===== src/crc_bit_serial_encode_check_assert.svh =====
// ----------------------------------------------------------------------------
// crc assertion macros
// shared concurrent assertion forms for the crc encode/check block
// ----------------------------------------------------------------------------
`ifndef CRC_BIT_SERIAL_ENCODE_CHECK_ASSERT_SVH
`define CRC_BIT_SERIAL_ENCODE_CHECK_ASSERT_SVH

// condition must never hold outside reset
`define CRC_ASSERT_NEVER(lbl, ck, rn, cond, msg) \
	lbl: assert property (@(posedge ck) disable iff (!(rn)) !(cond)) else $error(msg);

// same-cycle implication
`define CRC_ASSERT_IMPL(lbl, ck, rn, ante, cons, msg) \
	lbl: assert property (@(posedge ck) disable iff (!(rn)) (ante) |-> (cons)) else $error(msg);

// next-cycle implication
`define CRC_ASSERT_NEXT(lbl, ck, rn, ante, cons, msg) \
	lbl: assert property (@(posedge ck) disable iff (!(rn)) (ante) |=> (cons)) else $error(msg);

`endif


===== src/crcbs_pkg.sv =====
// ----------------------------------------------------------------------------
// crcbs_pkg
// shared types and constants of the bit-serial crc encoder/checker
// ----------------------------------------------------------------------------
package crcbs_pkg;

	localparam int MAX_DEGREE = 32;
	localparam int REG_W      = 32;
	localparam int DEG_W      = 6;
	localparam int IDX_W      = 2;
	localparam int CNT_W      = $clog2(MAX_DEGREE + 1);

	typedef enum logic [IDX_W-1:0] {
		REG_GENERATOR_POLY = 2'd0,
		REG_POLY_DEGREE    = 2'd1,
		REG_CHECK_MODE     = 2'd2
	} reg_idx_t;

	typedef struct packed {
		logic [MAX_DEGREE-1:0] generator_poly;
		logic [DEG_W-1:0]      poly_degree;
		logic                  check_mode;
	} cfg_t;

	// one classified transaction handed from front to back
	typedef struct packed {
		logic                  data_bit;
		logic                  out_last;
		logic                  crc_error;
		logic                  append;
		logic [MAX_DEGREE-1:0] rem_al;
		logic [CNT_W-1:0]      degree;
	} job_t;

	typedef struct packed {
		logic             busy;
		logic [CNT_W-1:0] cnt;
	} bk_status_t;

endpackage


===== src/crcbs_front.sv =====
// ----------------------------------------------------------------------------
// crcbs_front
// accepts bits, steps the remainder and classifies each transaction
// ----------------------------------------------------------------------------
module crcbs_front
	import crcbs_pkg::*;
(
	input  logic clk,
	input  logic arst_n,
	input  cfg_t cfg,
	input  logic push,
	input  logic data_bit,
	input  logic frame_end,
	input  logic q_full,
	output logic enq,
	output job_t job
);

	logic [MAX_DEGREE-1:0] remainder_q;
	logic [DEG_W-1:0]      deg_eff;
	logic [DEG_W-1:0]      deg_m1;
	logic [DEG_W-1:0]      sh_amt;
	logic [MAX_DEGREE:0]   mask_w;
	logic [MAX_DEGREE-1:0] mask;
	logic [MAX_DEGREE-1:0] poly;
	logic [MAX_DEGREE-1:0] rem_m;
	logic [MAX_DEGREE-1:0] rem_next;
	logic                  top;

	always_comb begin
		if (cfg.poly_degree == '0) begin
			deg_eff = DEG_W'(1);
		end else if (cfg.poly_degree > DEG_W'(MAX_DEGREE)) begin
			deg_eff = DEG_W'(MAX_DEGREE);
		end else begin
			deg_eff = cfg.poly_degree;
		end
		deg_m1 = deg_eff - DEG_W'(1);
		sh_amt = DEG_W'(MAX_DEGREE) - deg_eff;
		mask_w = ((MAX_DEGREE+1)'(1) << deg_eff) - (MAX_DEGREE+1)'(1);
		mask   = mask_w[MAX_DEGREE-1:0];
		poly   = cfg.generator_poly & mask;
		rem_m  = remainder_q & mask;
		top    = rem_m[deg_m1[$clog2(MAX_DEGREE)-1:0]];
		if (!cfg.check_mode) begin
			rem_next = ((rem_m << 1) & mask) ^ ((top ^ data_bit) ? poly : '0);
		end else begin
			rem_next = (((rem_m << 1) | MAX_DEGREE'(data_bit)) & mask) ^ (top ? poly : '0);
		end
	end

	assign enq = push && !q_full;

	always_comb begin
		job.data_bit  = data_bit;
		job.out_last  = cfg.check_mode && frame_end;
		job.crc_error = cfg.check_mode && frame_end && (rem_next != '0);
		job.append    = !cfg.check_mode && frame_end;
		job.rem_al    = rem_next << sh_amt[$clog2(MAX_DEGREE)-1:0];
		job.degree    = CNT_W'(deg_eff);
	end

	always_ff @(posedge clk or negedge arst_n) begin
		if (!arst_n) begin
			remainder_q <= '0;
		end else if (enq) begin
			remainder_q <= frame_end ? '0 : rem_next;
		end
	end

endmodule


===== src/crcbs_fifo.sv =====
// ----------------------------------------------------------------------------
// crcbs_fifo
// two-entry queue of classified transactions between front and back
// ----------------------------------------------------------------------------
module crcbs_fifo
	import crcbs_pkg::*;
(
	input  logic clk,
	input  logic arst_n,
	input  logic wr,
	input  job_t wr_job,
	input  logic rd,
	output job_t rd_job,
	output logic q_full,
	output logic q_empty
);

	job_t       slot_q [2];
	logic       wptr_q;
	logic       rptr_q;
	logic [1:0] count_q;

	assign q_full  = (count_q == 2'd2);
	assign q_empty = (count_q == 2'd0);
	assign rd_job  = slot_q[rptr_q];

	always_ff @(posedge clk) begin
		if (wr) begin
			slot_q[wptr_q] <= wr_job;
		end
	end

	always_ff @(posedge clk or negedge arst_n) begin
		if (!arst_n) begin
			wptr_q  <= 1'b0;
			rptr_q  <= 1'b0;
			count_q <= 2'd0;
		end else begin
			if (wr) begin
				wptr_q <= ~wptr_q;
			end
			if (rd) begin
				rptr_q <= ~rptr_q;
			end
			case ({wr, rd})
				2'b10:   count_q <= count_q + 2'd1;
				2'b01:   count_q <= count_q - 2'd1;
				default: count_q <= count_q;
			endcase
		end
	end

endmodule


===== src/crcbs_back.sv =====
// ----------------------------------------------------------------------------
// crcbs_back
// expands transactions into results and holds the output register
// ----------------------------------------------------------------------------
module crcbs_back
	import crcbs_pkg::*;
(
	input  logic       clk,
	input  logic       arst_n,
	input  logic       q_empty,
	input  job_t       q_job,
	output logic       deq,
	input  logic       pop,
	output logic       empty,
	output logic       out_bit,
	output logic       out_last,
	output logic       crc_error,
	output bk_status_t status
);

	logic                  ovalid_q;
	logic                  obit_q;
	logic                  olast_q;
	logic                  oerr_q;
	logic [MAX_DEGREE-1:0] shift_q;
	logic [CNT_W-1:0]      cnt_q;
	logic                  load;

	assign load = !ovalid_q || pop;
	assign deq  = load && (cnt_q == '0) && !q_empty;

	assign empty     = !ovalid_q;
	assign out_bit   = obit_q;
	assign out_last  = olast_q;
	assign crc_error = oerr_q;

	assign status.busy = (cnt_q != '0);
	assign status.cnt  = cnt_q;

	always_ff @(posedge clk or negedge arst_n) begin
		if (!arst_n) begin
			ovalid_q <= 1'b0;
			cnt_q    <= '0;
		end else if (load) begin
			if (cnt_q != '0) begin
				ovalid_q <= 1'b1;
				cnt_q    <= cnt_q - CNT_W'(1);
			end else if (!q_empty) begin
				ovalid_q <= 1'b1;
				cnt_q    <= q_job.append ? q_job.degree : '0;
			end else begin
				ovalid_q <= 1'b0;
			end
		end
	end

	always_ff @(posedge clk) begin
		if (load) begin
			if (cnt_q != '0) begin
				obit_q  <= shift_q[MAX_DEGREE-1];
				olast_q <= (cnt_q == CNT_W'(1));
				oerr_q  <= 1'b0;
				shift_q <= shift_q << 1;
			end else if (!q_empty) begin
				obit_q  <= q_job.data_bit;
				olast_q <= q_job.out_last;
				oerr_q  <= q_job.crc_error;
				shift_q <= q_job.rem_al;
			end
		end
	end

endmodule


===== src/crc_bit_serial_encode_check.sv =====
// ----------------------------------------------------------------------------
// crc_bit_serial_encode_check
// bit-serial crc encoder (appends remainder) and checker (flags error)
// ----------------------------------------------------------------------------
// channel   | handshake        | payload
// input     | push / full      | data_bit, frame_end
// results   | pop / empty      | out_bit, out_last, crc_error
// config    | wr_en            | wr_index, wr_data
//
// one bit is accepted per cycle while full is low; the remainder step is one shift and xor
// an encode frame adds one result per check bit (degree clamped to 1..32) after its last bit
// the back serializer emits one result per cycle if not stalled, a 2-entry queue absorbs it
// full rises when the queue holds two transactions; pop stalls hold the output
// reset clears the remainder, queue and serializer; config resets to 0, 1, 0
// ----------------------------------------------------------------------------
`include "crc_bit_serial_encode_check_assert.svh"

module crc_bit_serial_encode_check
	import crcbs_pkg::*;
(
	input  logic             clk,
	input  logic             arst_n,
	input  logic             push,
	output logic             full,
	input  logic             data_bit,
	input  logic             frame_end,
	output logic             empty,
	input  logic             pop,
	output logic             out_bit,
	output logic             out_last,
	output logic             crc_error,
	input  logic             wr_en,
	input  logic [IDX_W-1:0] wr_index,
	input  logic [REG_W-1:0] wr_data
);

	cfg_t       cfg_q;
	logic       enq;
	logic       deq;
	logic       q_full;
	logic       q_empty;
	job_t       job_in;
	job_t       job_out;
	bk_status_t bk_status;

	always_ff @(posedge clk or negedge arst_n) begin
		if (!arst_n) begin
			cfg_q.generator_poly <= '0;
			cfg_q.poly_degree    <= DEG_W'(1);
			cfg_q.check_mode     <= 1'b0;
		end else if (wr_en) begin
			case (reg_idx_t'(wr_index))
				REG_GENERATOR_POLY: cfg_q.generator_poly <= wr_data[MAX_DEGREE-1:0];
				REG_POLY_DEGREE:    cfg_q.poly_degree    <= wr_data[DEG_W-1:0];
				REG_CHECK_MODE:     cfg_q.check_mode     <= wr_data[0];
				default:            cfg_q                <= cfg_q;
			endcase
		end
	end

	assign full = q_full;

	crcbs_front u_front (
		.clk       (clk),
		.arst_n    (arst_n),
		.cfg       (cfg_q),
		.push      (push),
		.data_bit  (data_bit),
		.frame_end (frame_end),
		.q_full    (q_full),
		.enq       (enq),
		.job       (job_in)
	);

	crcbs_fifo u_fifo (
		.clk     (clk),
		.arst_n  (arst_n),
		.wr      (enq),
		.wr_job  (job_in),
		.rd      (deq),
		.rd_job  (job_out),
		.q_full  (q_full),
		.q_empty (q_empty)
	);

	crcbs_back u_back (
		.clk       (clk),
		.arst_n    (arst_n),
		.q_empty   (q_empty),
		.q_job     (job_out),
		.deq       (deq),
		.pop       (pop),
		.empty     (empty),
		.out_bit   (out_bit),
		.out_last  (out_last),
		.crc_error (crc_error),
		.status    (bk_status)
	);

	`CRC_ASSERT_IMPL(a_busy_has_output, clk, arst_n, bk_status.busy, !empty, "remainder pending without a valid result")
	`CRC_ASSERT_NEXT(a_cnt_steps, clk, arst_n, bk_status.busy && pop && !empty, bk_status.cnt == $past(bk_status.cnt) - CNT_W'(1), "remainder count did not step on pop")
	`CRC_ASSERT_NEVER(a_no_deq_while_busy, clk, arst_n, deq && bk_status.busy, "queue drained while remainder still pending")
	`CRC_ASSERT_NEVER(a_err_only_last, clk, arst_n, !empty && crc_error && !out_last, "crc_error on a result that is not last")

endmodule


===== config.mk =====
export PLATFORM = sky130hd
export DESIGN_NAME = crc_bit_serial_encode_check
export DESIGN_NICKNAME = d
export VERILOG_FILES = /design/src/crcbs_pkg.sv /design/src/crcbs_front.sv /design/src/crcbs_fifo.sv /design/src/crcbs_back.sv /design/src/crc_bit_serial_encode_check.sv
export VERILOG_INCLUDE_DIRS = /design/src /design/src/src
export SDC_FILE = /design/constraint.sdc
export NUM_CORES = 1
export LEC_CHECK = 0
export BUFFER_PORTS_ARGS = -buffer_cell sky130_fd_sc_hd__buf_2
export CORE_MARGIN = 2
export CORE_UTILIZATION = 50
export DETAILED_ROUTE_END_ITERATION = 7
export GPL_TIMING_DRIVEN = 0
export PLACE_DENSITY = 0.67
export SYNTH_ARGS = -nofsm -noshare
export SYNTH_HDL_FRONTEND = slang
export SYNTH_SLANG_ARGS = --single-unit

===== constraint.sdc =====
create_clock -name clk -period 18.6 [get_ports clk]
set_input_delay 0.93 -clock clk [delete_from_list [all_inputs] [get_ports clk]]
set_output_delay 0.93 -clock clk [all_outputs]
set_load 0.01 [all_outputs]

==> impl_metrics.py, run 1 <==
metrics = {
    "synth": {
        "ys_types": 99,
        "synth_edf_count": 119,
        "synthCells": 1360,
        "postSynthAreaPerCell_sq_um": 9.62,
        "synth_top_area_share_pct": 27.3,
        "synth_top_cell_by_area": "edfxtp_1",
        "synth_fp_nets": 1412,
        "ys_warn_count": 0,
        "synthTopCellsByArea": "edfxtp_1 (27%), dfrtp_1 (15%), mux2i_1 (4.4%)",
        "synth_area_sq_mm": 0.0131,
        "ys_seq_area_share_pct": 43.0,
        "synth_async_sr_flop_share_pct": 40.8,
        "ys_ff_latch": 201,
        "synth_ff_type": "edfxtp_1",
    },
    "setup_path": {
        "cp.arrival_ps": 11930,
        "cpMostUsedCell": "clkbuf_1",
        "reg2regPathDepth": 31,
        "crit_path_end_kind": "register",
        "slowest_delay_ps": 720,
        "path_max_fanout": 12,
        "critPathLaunchType": "register",
        "cp.required_ps": 18810,
        "cpMaxStageDelayCell": "nor4_1",
        "worstSetupPathType": "register to register",
    },
    "flow_run": {
        "maxCapViolCount": 0,
    },
    "clock_tree": {
        "tritoncts": "yes",
        "path_clk_slew_ps": 70,
        "clock_sinks": 201,
        "root_buffer": "clkbuf_16",
        "holdBufCountCts": 0,
        "clock_latency_ps": 550,
        "postCtsSetupBuffers": 0,
        "cts.path.max_buffers": 3,
        "post_cts_resized": 0,
        "numCtsBuffers": 24,
        "h-tree-depth": 1,
    },
    "die": {
        "die_area_sq_mm": 0.0275,
        "io_pins": 46,
        "die_x_um": 166,
        "floorplan.initialDensity_pct": 50.5,
        "fp.dieH_um": 166,
        "row_count": 59,
        "core_sq_mm": 0.0259,
    },
    "detailed_routing": {
        "drt_wl_total_um": 46300,
        "wirelength_met1_um": 18700,
        "viasPerCell": 6.61,
        "routedWlPerCell_um": 25.9,
        "wl_met2_um": 21600,
        "route.met3.wl_um": 3290,
        "vias": 11800,
        "route.detailed.drc": 0,
        "topRoutingLayerUsed": "met4",
        "drtPass1Iterations": 6,
        "ant_nets": 0,
        "first_iter_violations": 1353,
    },
    "cells_and_area": {
        "antenna_cells": 0,
        "fin_nets": 1487,
        "multi_input_area_sq_mm": 0.00698,
        "final_cell_mix": "nand2_1 (147), nor2_1 (126), edfxtp_1 (119), o21ai_0 (83), dfrtp_1 (81)",
        "drive_above_1_share_pct": 14.3,
        "final_common_cell": "nand2_1",
        "seqCellArea_sq_mm": 0.00563,
        "fillCellCount": 2347,
        "area_growth_pct": 12.1,
        "final_cells": 1787,
    },
    "timing": {
        "hold-worst-slack_ps": 329,
        "slew_headroom_pct": 19.6,
        "tightest_slew_ps": 1200,
        "finClkSkew_ps": 31.3,
        "rsz0062_at_grt": "no",
        "fin_setup_tns_ps": 0,
        "setup_ws_ps": 6890,
        "finalCriticalPeriod_ps": 11710,
        "min_period_over_period_pct": 63.0,
        "finalMaxSlewViolations": 0,
        "hold_viol": 0,
        "timing.fmax_ghz": 0.0854,
        "setup_viol": 0,
    },
    "global_route": {
        "grt_max_degree": 54,
        "grt_pass1_wl_um": 69400,
        "grt_pass1_vias": 11200,
        "gr-usage-all-layers_pct": 32.8,
        "gr-total-overflow": 0,
        "antenna_found_initial": 0,
    },
    "placement": {
        "hpwlAfterDp_um": 35200,
        "globalplace.congestion": 0.989,
        "port_buffers": 45,
        "placedCellCount": 1743,
        "preCtsSetupSlack_ps": 7230,
    },
    "pwr": {
        "vdd_drop_max_uv": 123,
        "powerDensity_mw_per_mm2": 178,
        "p_leak_nw": 5.53,
    },
    "hold_path": {
        "min_path_type": "input pin to asynchronous set/reset pin",
    },
    "run_status": {
        "outcome": "complete, no violations",
    },
}
## metrics by stage
step                cell area (sq um)  util [%]  total power (W)
floorplan                       13100         -          0.00162
global placement                13700      53.0          0.00206
detailed placement              13800      53.3          0.00207
CTS                             14700      56.5          0.00258
global route                    14700      56.6          0.00274
finish                          14700      56.6          0.00262
## cell families after synthesis
| family | share of synthesized area [%] |
|---|---|
| simple gates | 18.1 |
| compound gates | 20.9 |
| flops | 43.0 |
| buf+inv | 3.76 |
| mux | 11.0 |
| xor+xnor | 2.14 |
| fa+ha+maj | 1.05 |
## layer usage
metal,GRT usage (%),vias to the layer above
met5,0,-
met4,16.9,0
met3,4.50,127
met2,53.5,591
met1,43.1,5777
li1,-,5322
## power by group
part / leakage, nW / internal [W] / switching [W] / total (W)
clock: 0.405 / 0.000308 / 0.000198 / 0.000506
sequential: 2.17 / 0.000655 / 0.0000811 / 0.000736
combinational: 2.95 / 0.000462 / 0.000912 / 0.00137
## flip-flops by register name (all words and copies together) (netlist names), 2 cells and up
register / count
cfg_q: 39
u_back.cnt_q: 6
u_back.shift_q: 32
u_fifo.count_q: 2
u_fifo.slot_q: 84
u_front.remainder_q: 32
## worst max-delay path: cells and delay by family, from the launching register on
kind / cells / cell delay (ps)
simple gates: 6 / 1980
fa+ha+maj: 3 / 940
xor+xnor: 1 / 490
flops: 1 / 330
buf+inv: 12 / 4530
compound gates: 9 / 3060
## final timing paths
check	slack (ps)	end	startpoint
worst min-delay path	330	cfg_q[8]$_DFFE_PN0P_	arst_n
min in group clk	490	u_front.remainder_q[5]$_DFFE_PN0P_	u_front.remainder_q[5]$_DFFE_PN0P_
max in group asynchronous	17630	u_front.remainder_q[5]$_DFFE_PN0P_	arst_n
worst min register to register	490	u_front.remainder_q[5]$_DFFE_PN0P_	u_front.remainder_q[5]$_DFFE_PN0P_
worst max-delay path	6890	u_fifo.slot_q[1][39]$_DFFE_PP_	cfg_q[6]$_DFFE_PN0P_
worst max register to register	6890	u_fifo.slot_q[1][39]$_DFFE_PP_	cfg_q[6]$_DFFE_PN0P_
## cell usage after synthesis, types with 14 or more instances
| cell type | count |
|---|---|
| clkbuf_1 | 59 |
| xnor2_1 | 20 |
| nor2_1 | 128 |
| o22ai_1 | 23 |
| mux2_2 | 50 |
| nor3_1 | 29 |
| o21ai_1 | 14 |
| nand2_1 | 147 |
| mux2i_1 | 58 |
| and4_1 | 15 |
| inv_1 | 29 |
| buf_2 | 15 |
| a32o_1 | 18 |
| nand3_1 | 40 |
| dfrtp_1 | 81 |
| o21ai_0 | 83 |
| o211ai_1 | 17 |
| o21a_1 | 14 |
| o21bai_1 | 15 |
| nor2b_1 | 14 |
| or3_1 | 14 |
| edfxtp_1 | 119 |
| a21oi_1 | 64 |
## final cells by class
| type | instances | share of cell area, % |
|---|---|---|
| timing repair buffer | 49 | 2.15 |
| clock buffer | 28 | 4.20 |
| clock inverter | 15 | 1.51 |
| buffer | 90 | 2.56 |
| sequential | 201 | 38.4 |
| multi-input combinational | 1038 | 47.6 |
| inverter | 31 | 0.793 |
| tap | 335 | 2.86 |
(Power assumes the default switching activity.)
==> run 2, diff against run 1 <==
--- a/config.mk
+++ b/config.mk
@@ -6,12 +6,13 @@
 export SDC_FILE = /design/constraint.sdc
 export NUM_CORES = 1
 export LEC_CHECK = 0
+export ABC_AREA = 1
 export BUFFER_PORTS_ARGS = -buffer_cell sky130_fd_sc_hd__buf_2
 export CORE_MARGIN = 2
 export CORE_UTILIZATION = 50
 export DETAILED_ROUTE_END_ITERATION = 7
 export GPL_TIMING_DRIVEN = 0
-export PLACE_DENSITY = 0.67
+export PLACE_DENSITY = 0.69
 export SYNTH_ARGS = -nofsm -noshare
 export SYNTH_HDL_FRONTEND = slang
 export SYNTH_SLANG_ARGS = --single-unit
==> constraint.sdc (replaced) <==
create_clock -name clk -period 9.5 [get_ports clk]
set_input_delay 0.475 -clock clk [delete_from_list [all_inputs] [get_ports clk]]
set_output_delay 0.475 -clock clk [all_outputs]
set_load 0.01 [all_outputs]
==> impl_metrics.py, run 2 <==
metrics = {
    "synth": {
        "synth_edf_count": 119,
        "synth_async_sr_flop_share_pct": 40.8,
        "ys_ff_latch": 201,
        "synthCells": 1740,
        "synth_fp_nets": 1792,
        "synth_area_sq_mm": 0.0130,
        "synthTopCellsByArea": "edfxtp_1 (28%), dfrtp_1 (16%), nand3_1 (13%)",
        "postSynthAreaPerCell_sq_um": 7.45,
        "ys_types": 51,
        "yosysMostFrequentCell": "nand2_1",
        "ys_seq_area_share_pct": 43.4,
        "synth_top_cell_by_area": "edfxtp_1",
        "ys_warn_count": 0,
        "synth_ff_type": "edfxtp_1",
        "synth_top_area_share_pct": 27.6,
        "ys_top_cells_by_count": "nand2_1 (424), nand3_1 (334), nor2_1 (207), inv_1 (154), edfxtp_1 (119)",
    },
    "setup_path": {
        "cpMaxStageDelayCell": "dfstp_2",
        "cp.arrival_ps": 7580,
        "path_delay_family": "simple AND/OR/NAND/NOR gates",
        "reg2reg_slack_ps": 2180,
        "worst-path-buf-inv": 4,
        "worstSetupPathType": "register to register",
        "cpMostUsedCell": "nand2_1",
        "crit_path_end_kind": "register",
        "path_max_fanout": 12,
        "critPathLaunchType": "register",
        "cp.required_ps": 9760,
        "slowest_delay_ps": 550,
    },
    "timing": {
        "finClkSkew_ps": 20.3,
        "finalMaxSlewViolations": 0,
        "min_period_over_period_pct": 77.1,
        "tightest_slew_ps": 1010,
        "finalCriticalPeriod_ps": 7320,
        "hold_viol": 0,
        "timing.fmax_ghz": 0.137,
        "setup_viol": 0,
        "rsz0062_at_grt": "no",
        "slew_headroom_pct": 32.0,
        "fin_setup_tns_ps": 0,
        "setup_ws_ps": 2180,
    },
    "placement": {
        "placedCellCount": 2118,
        "port_buffers": 45,
        "hpwlAfterDp_um": 33300,
        "globalplace.congestion": 0.991,
        "preCtsSetupSlack_ps": 2380,
    },
    "cells_and_area": {
        "antenna_cells": 0,
        "area_growth_pct": 11.2,
        "fin_nets": 1865,
        "largest_register_ffs": 84,
        "final_common_cell": "nand2_1",
        "seqCellArea_sq_mm": 0.00563,
        "final_cells": 2159,
        "top_register": "u_fifo.slot_q",
        "reg_top3": "u_fifo.slot_q (84), cfg_q (39)",
        "fillCellCount": 2453,
        "drive_above_1_share_pct": 10.1,
        "final_cell_mix": "nand2_1 (424), nand3_1 (334), nor2_1 (205), inv_1 (153), edfxtp_1 (119)",
        "multi_input_area_sq_mm": 0.00631,
        "fin_util_pct": 56.9,
    },
    "pwr": {
        "p_leak_nw": 6.93,
        "vdd_drop_max_uv": 168,
        "powerDensity_mw_per_mm2": 343,
    },
    "global_route": {
        "gr-usage-all-layers_pct": 31.5,
        "grt_max_degree": 66,
        "grt_pass1_vias": 11700,
        "gr-total-overflow": 0,
        "antenna_found_initial": 0,
        "grt_pass1_wl_um": 65000,
    },
    "die": {
        "io_pins": 46,
        "row_count": 58,
        "floorplan.initialDensity_pct": 51.2,
        "fp.dieH_um": 165,
        "die_x_um": 165,
        "die_area_sq_mm": 0.0272,
        "core_sq_mm": 0.0253,
    },
    "clock_tree": {
        "numCtsBuffers": 22,
        "path_clk_slew_ps": 60,
        "clock_latency_ps": 520,
        "clock_sinks": 201,
        "h-tree-depth": 1,
        "postCtsSetupBuffers": 0,
        "cts.path.max_buffers": 3,
        "tritoncts": "yes",
        "post_cts_resized": 0,
        "root_buffer": "clkbuf_16",
        "holdBufCountCts": 1,
    },
    "detailed_routing": {
        "drt_wl_total_um": 41700,
        "first_iter_violations": 1251,
        "route.detailed.drc": 0,
        "ant_nets": 0,
        "viasPerCell": 5.73,
        "drtPass1Iterations": 6,
        "routedWlPerCell_um": 19.3,
        "vias": 12400,
    },
    "run_status": {
        "outcome": "complete, no violations",
    },
    "hold_path": {
        "min_path_type": "input pin to register",
    },
    "flow_run": {
        "maxCapViolCount": 0,
    },
}
run 2: worst paths after layout:
check	from	end	cells after the start
setup / recovery	cfg_q[1]$_DFFE_PN1P_	u_fifo.slot_q[1][8]$_DFFE_PP_	30
hold / removal	wr_data[15]	cfg_q[22]$_DFFE_PN0P_	2
setup reg to reg	cfg_q[1]$_DFFE_PN1P_	u_fifo.slot_q[1][8]$_DFFE_PP_	30
hold reg to reg	cfg_q[8]$_DFFE_PN0P_	cfg_q[8]$_DFFE_PN0P_	2
max in group asynchronous	arst_n	cfg_q[1]$_DFFE_PN1P_	3
min in group asynchronous	arst_n	u_front.remainder_q[7]$_DFFE_PN0P_	2
run 2: metrics by stage:
stage / cell area [sq um] / hold slack (ps) / power, W
after floorplan: 13000 / 179 / 0.00324
after global placement: 13600 / 471 / 0.00401
after detailed placement: 13700 / 371 / 0.00405
after CTS: 14400 / 173 / 0.00490
after global routing: 14400 / 176 / 0.00529
final: 14400 / 177 / 0.00494
run 2: routing by layer:
layer	track usage [%]	part of all wire, %	vias up
li1	-	-	6044
met1	41.9	43	5726
met2	51.4	45	486
met3	4.45	6.4	106
met4	13.9	5.3	0
met5	0	0	-
run 2: power by group:
group / internal, W / switching, W
registers: 0.00131 / 0.000112
logic: 0.000767 / 0.00191
clock network: 0.000485 / 0.000349
total: 0.00256 / 0.00237
run 2: cell type report:
type	instances	area share, %
plain buffers	84	2.66
flip-flops and latches	201	39.0
multi-input cells	1283	43.8
clock inverters	11	0.790
repair buffers	49	2.12
well taps	330	2.87
inverters	172	4.53
clock buffers	29	4.21
run 2: kinds of logic after synthesis:
kind of cell             after synthesis  synth area share (%)
AND/OR/NAND/NOR                     1090                  38.3
XOR/XNOR                              20                  1.47
multiplexers                          10                 0.860
buffers and inverters                256                  8.00
adder cells (fa/ha/maj)               11                  1.06
flip-flops                           201                  43.4
AO/OA/AOI/OAI                        152                  6.91
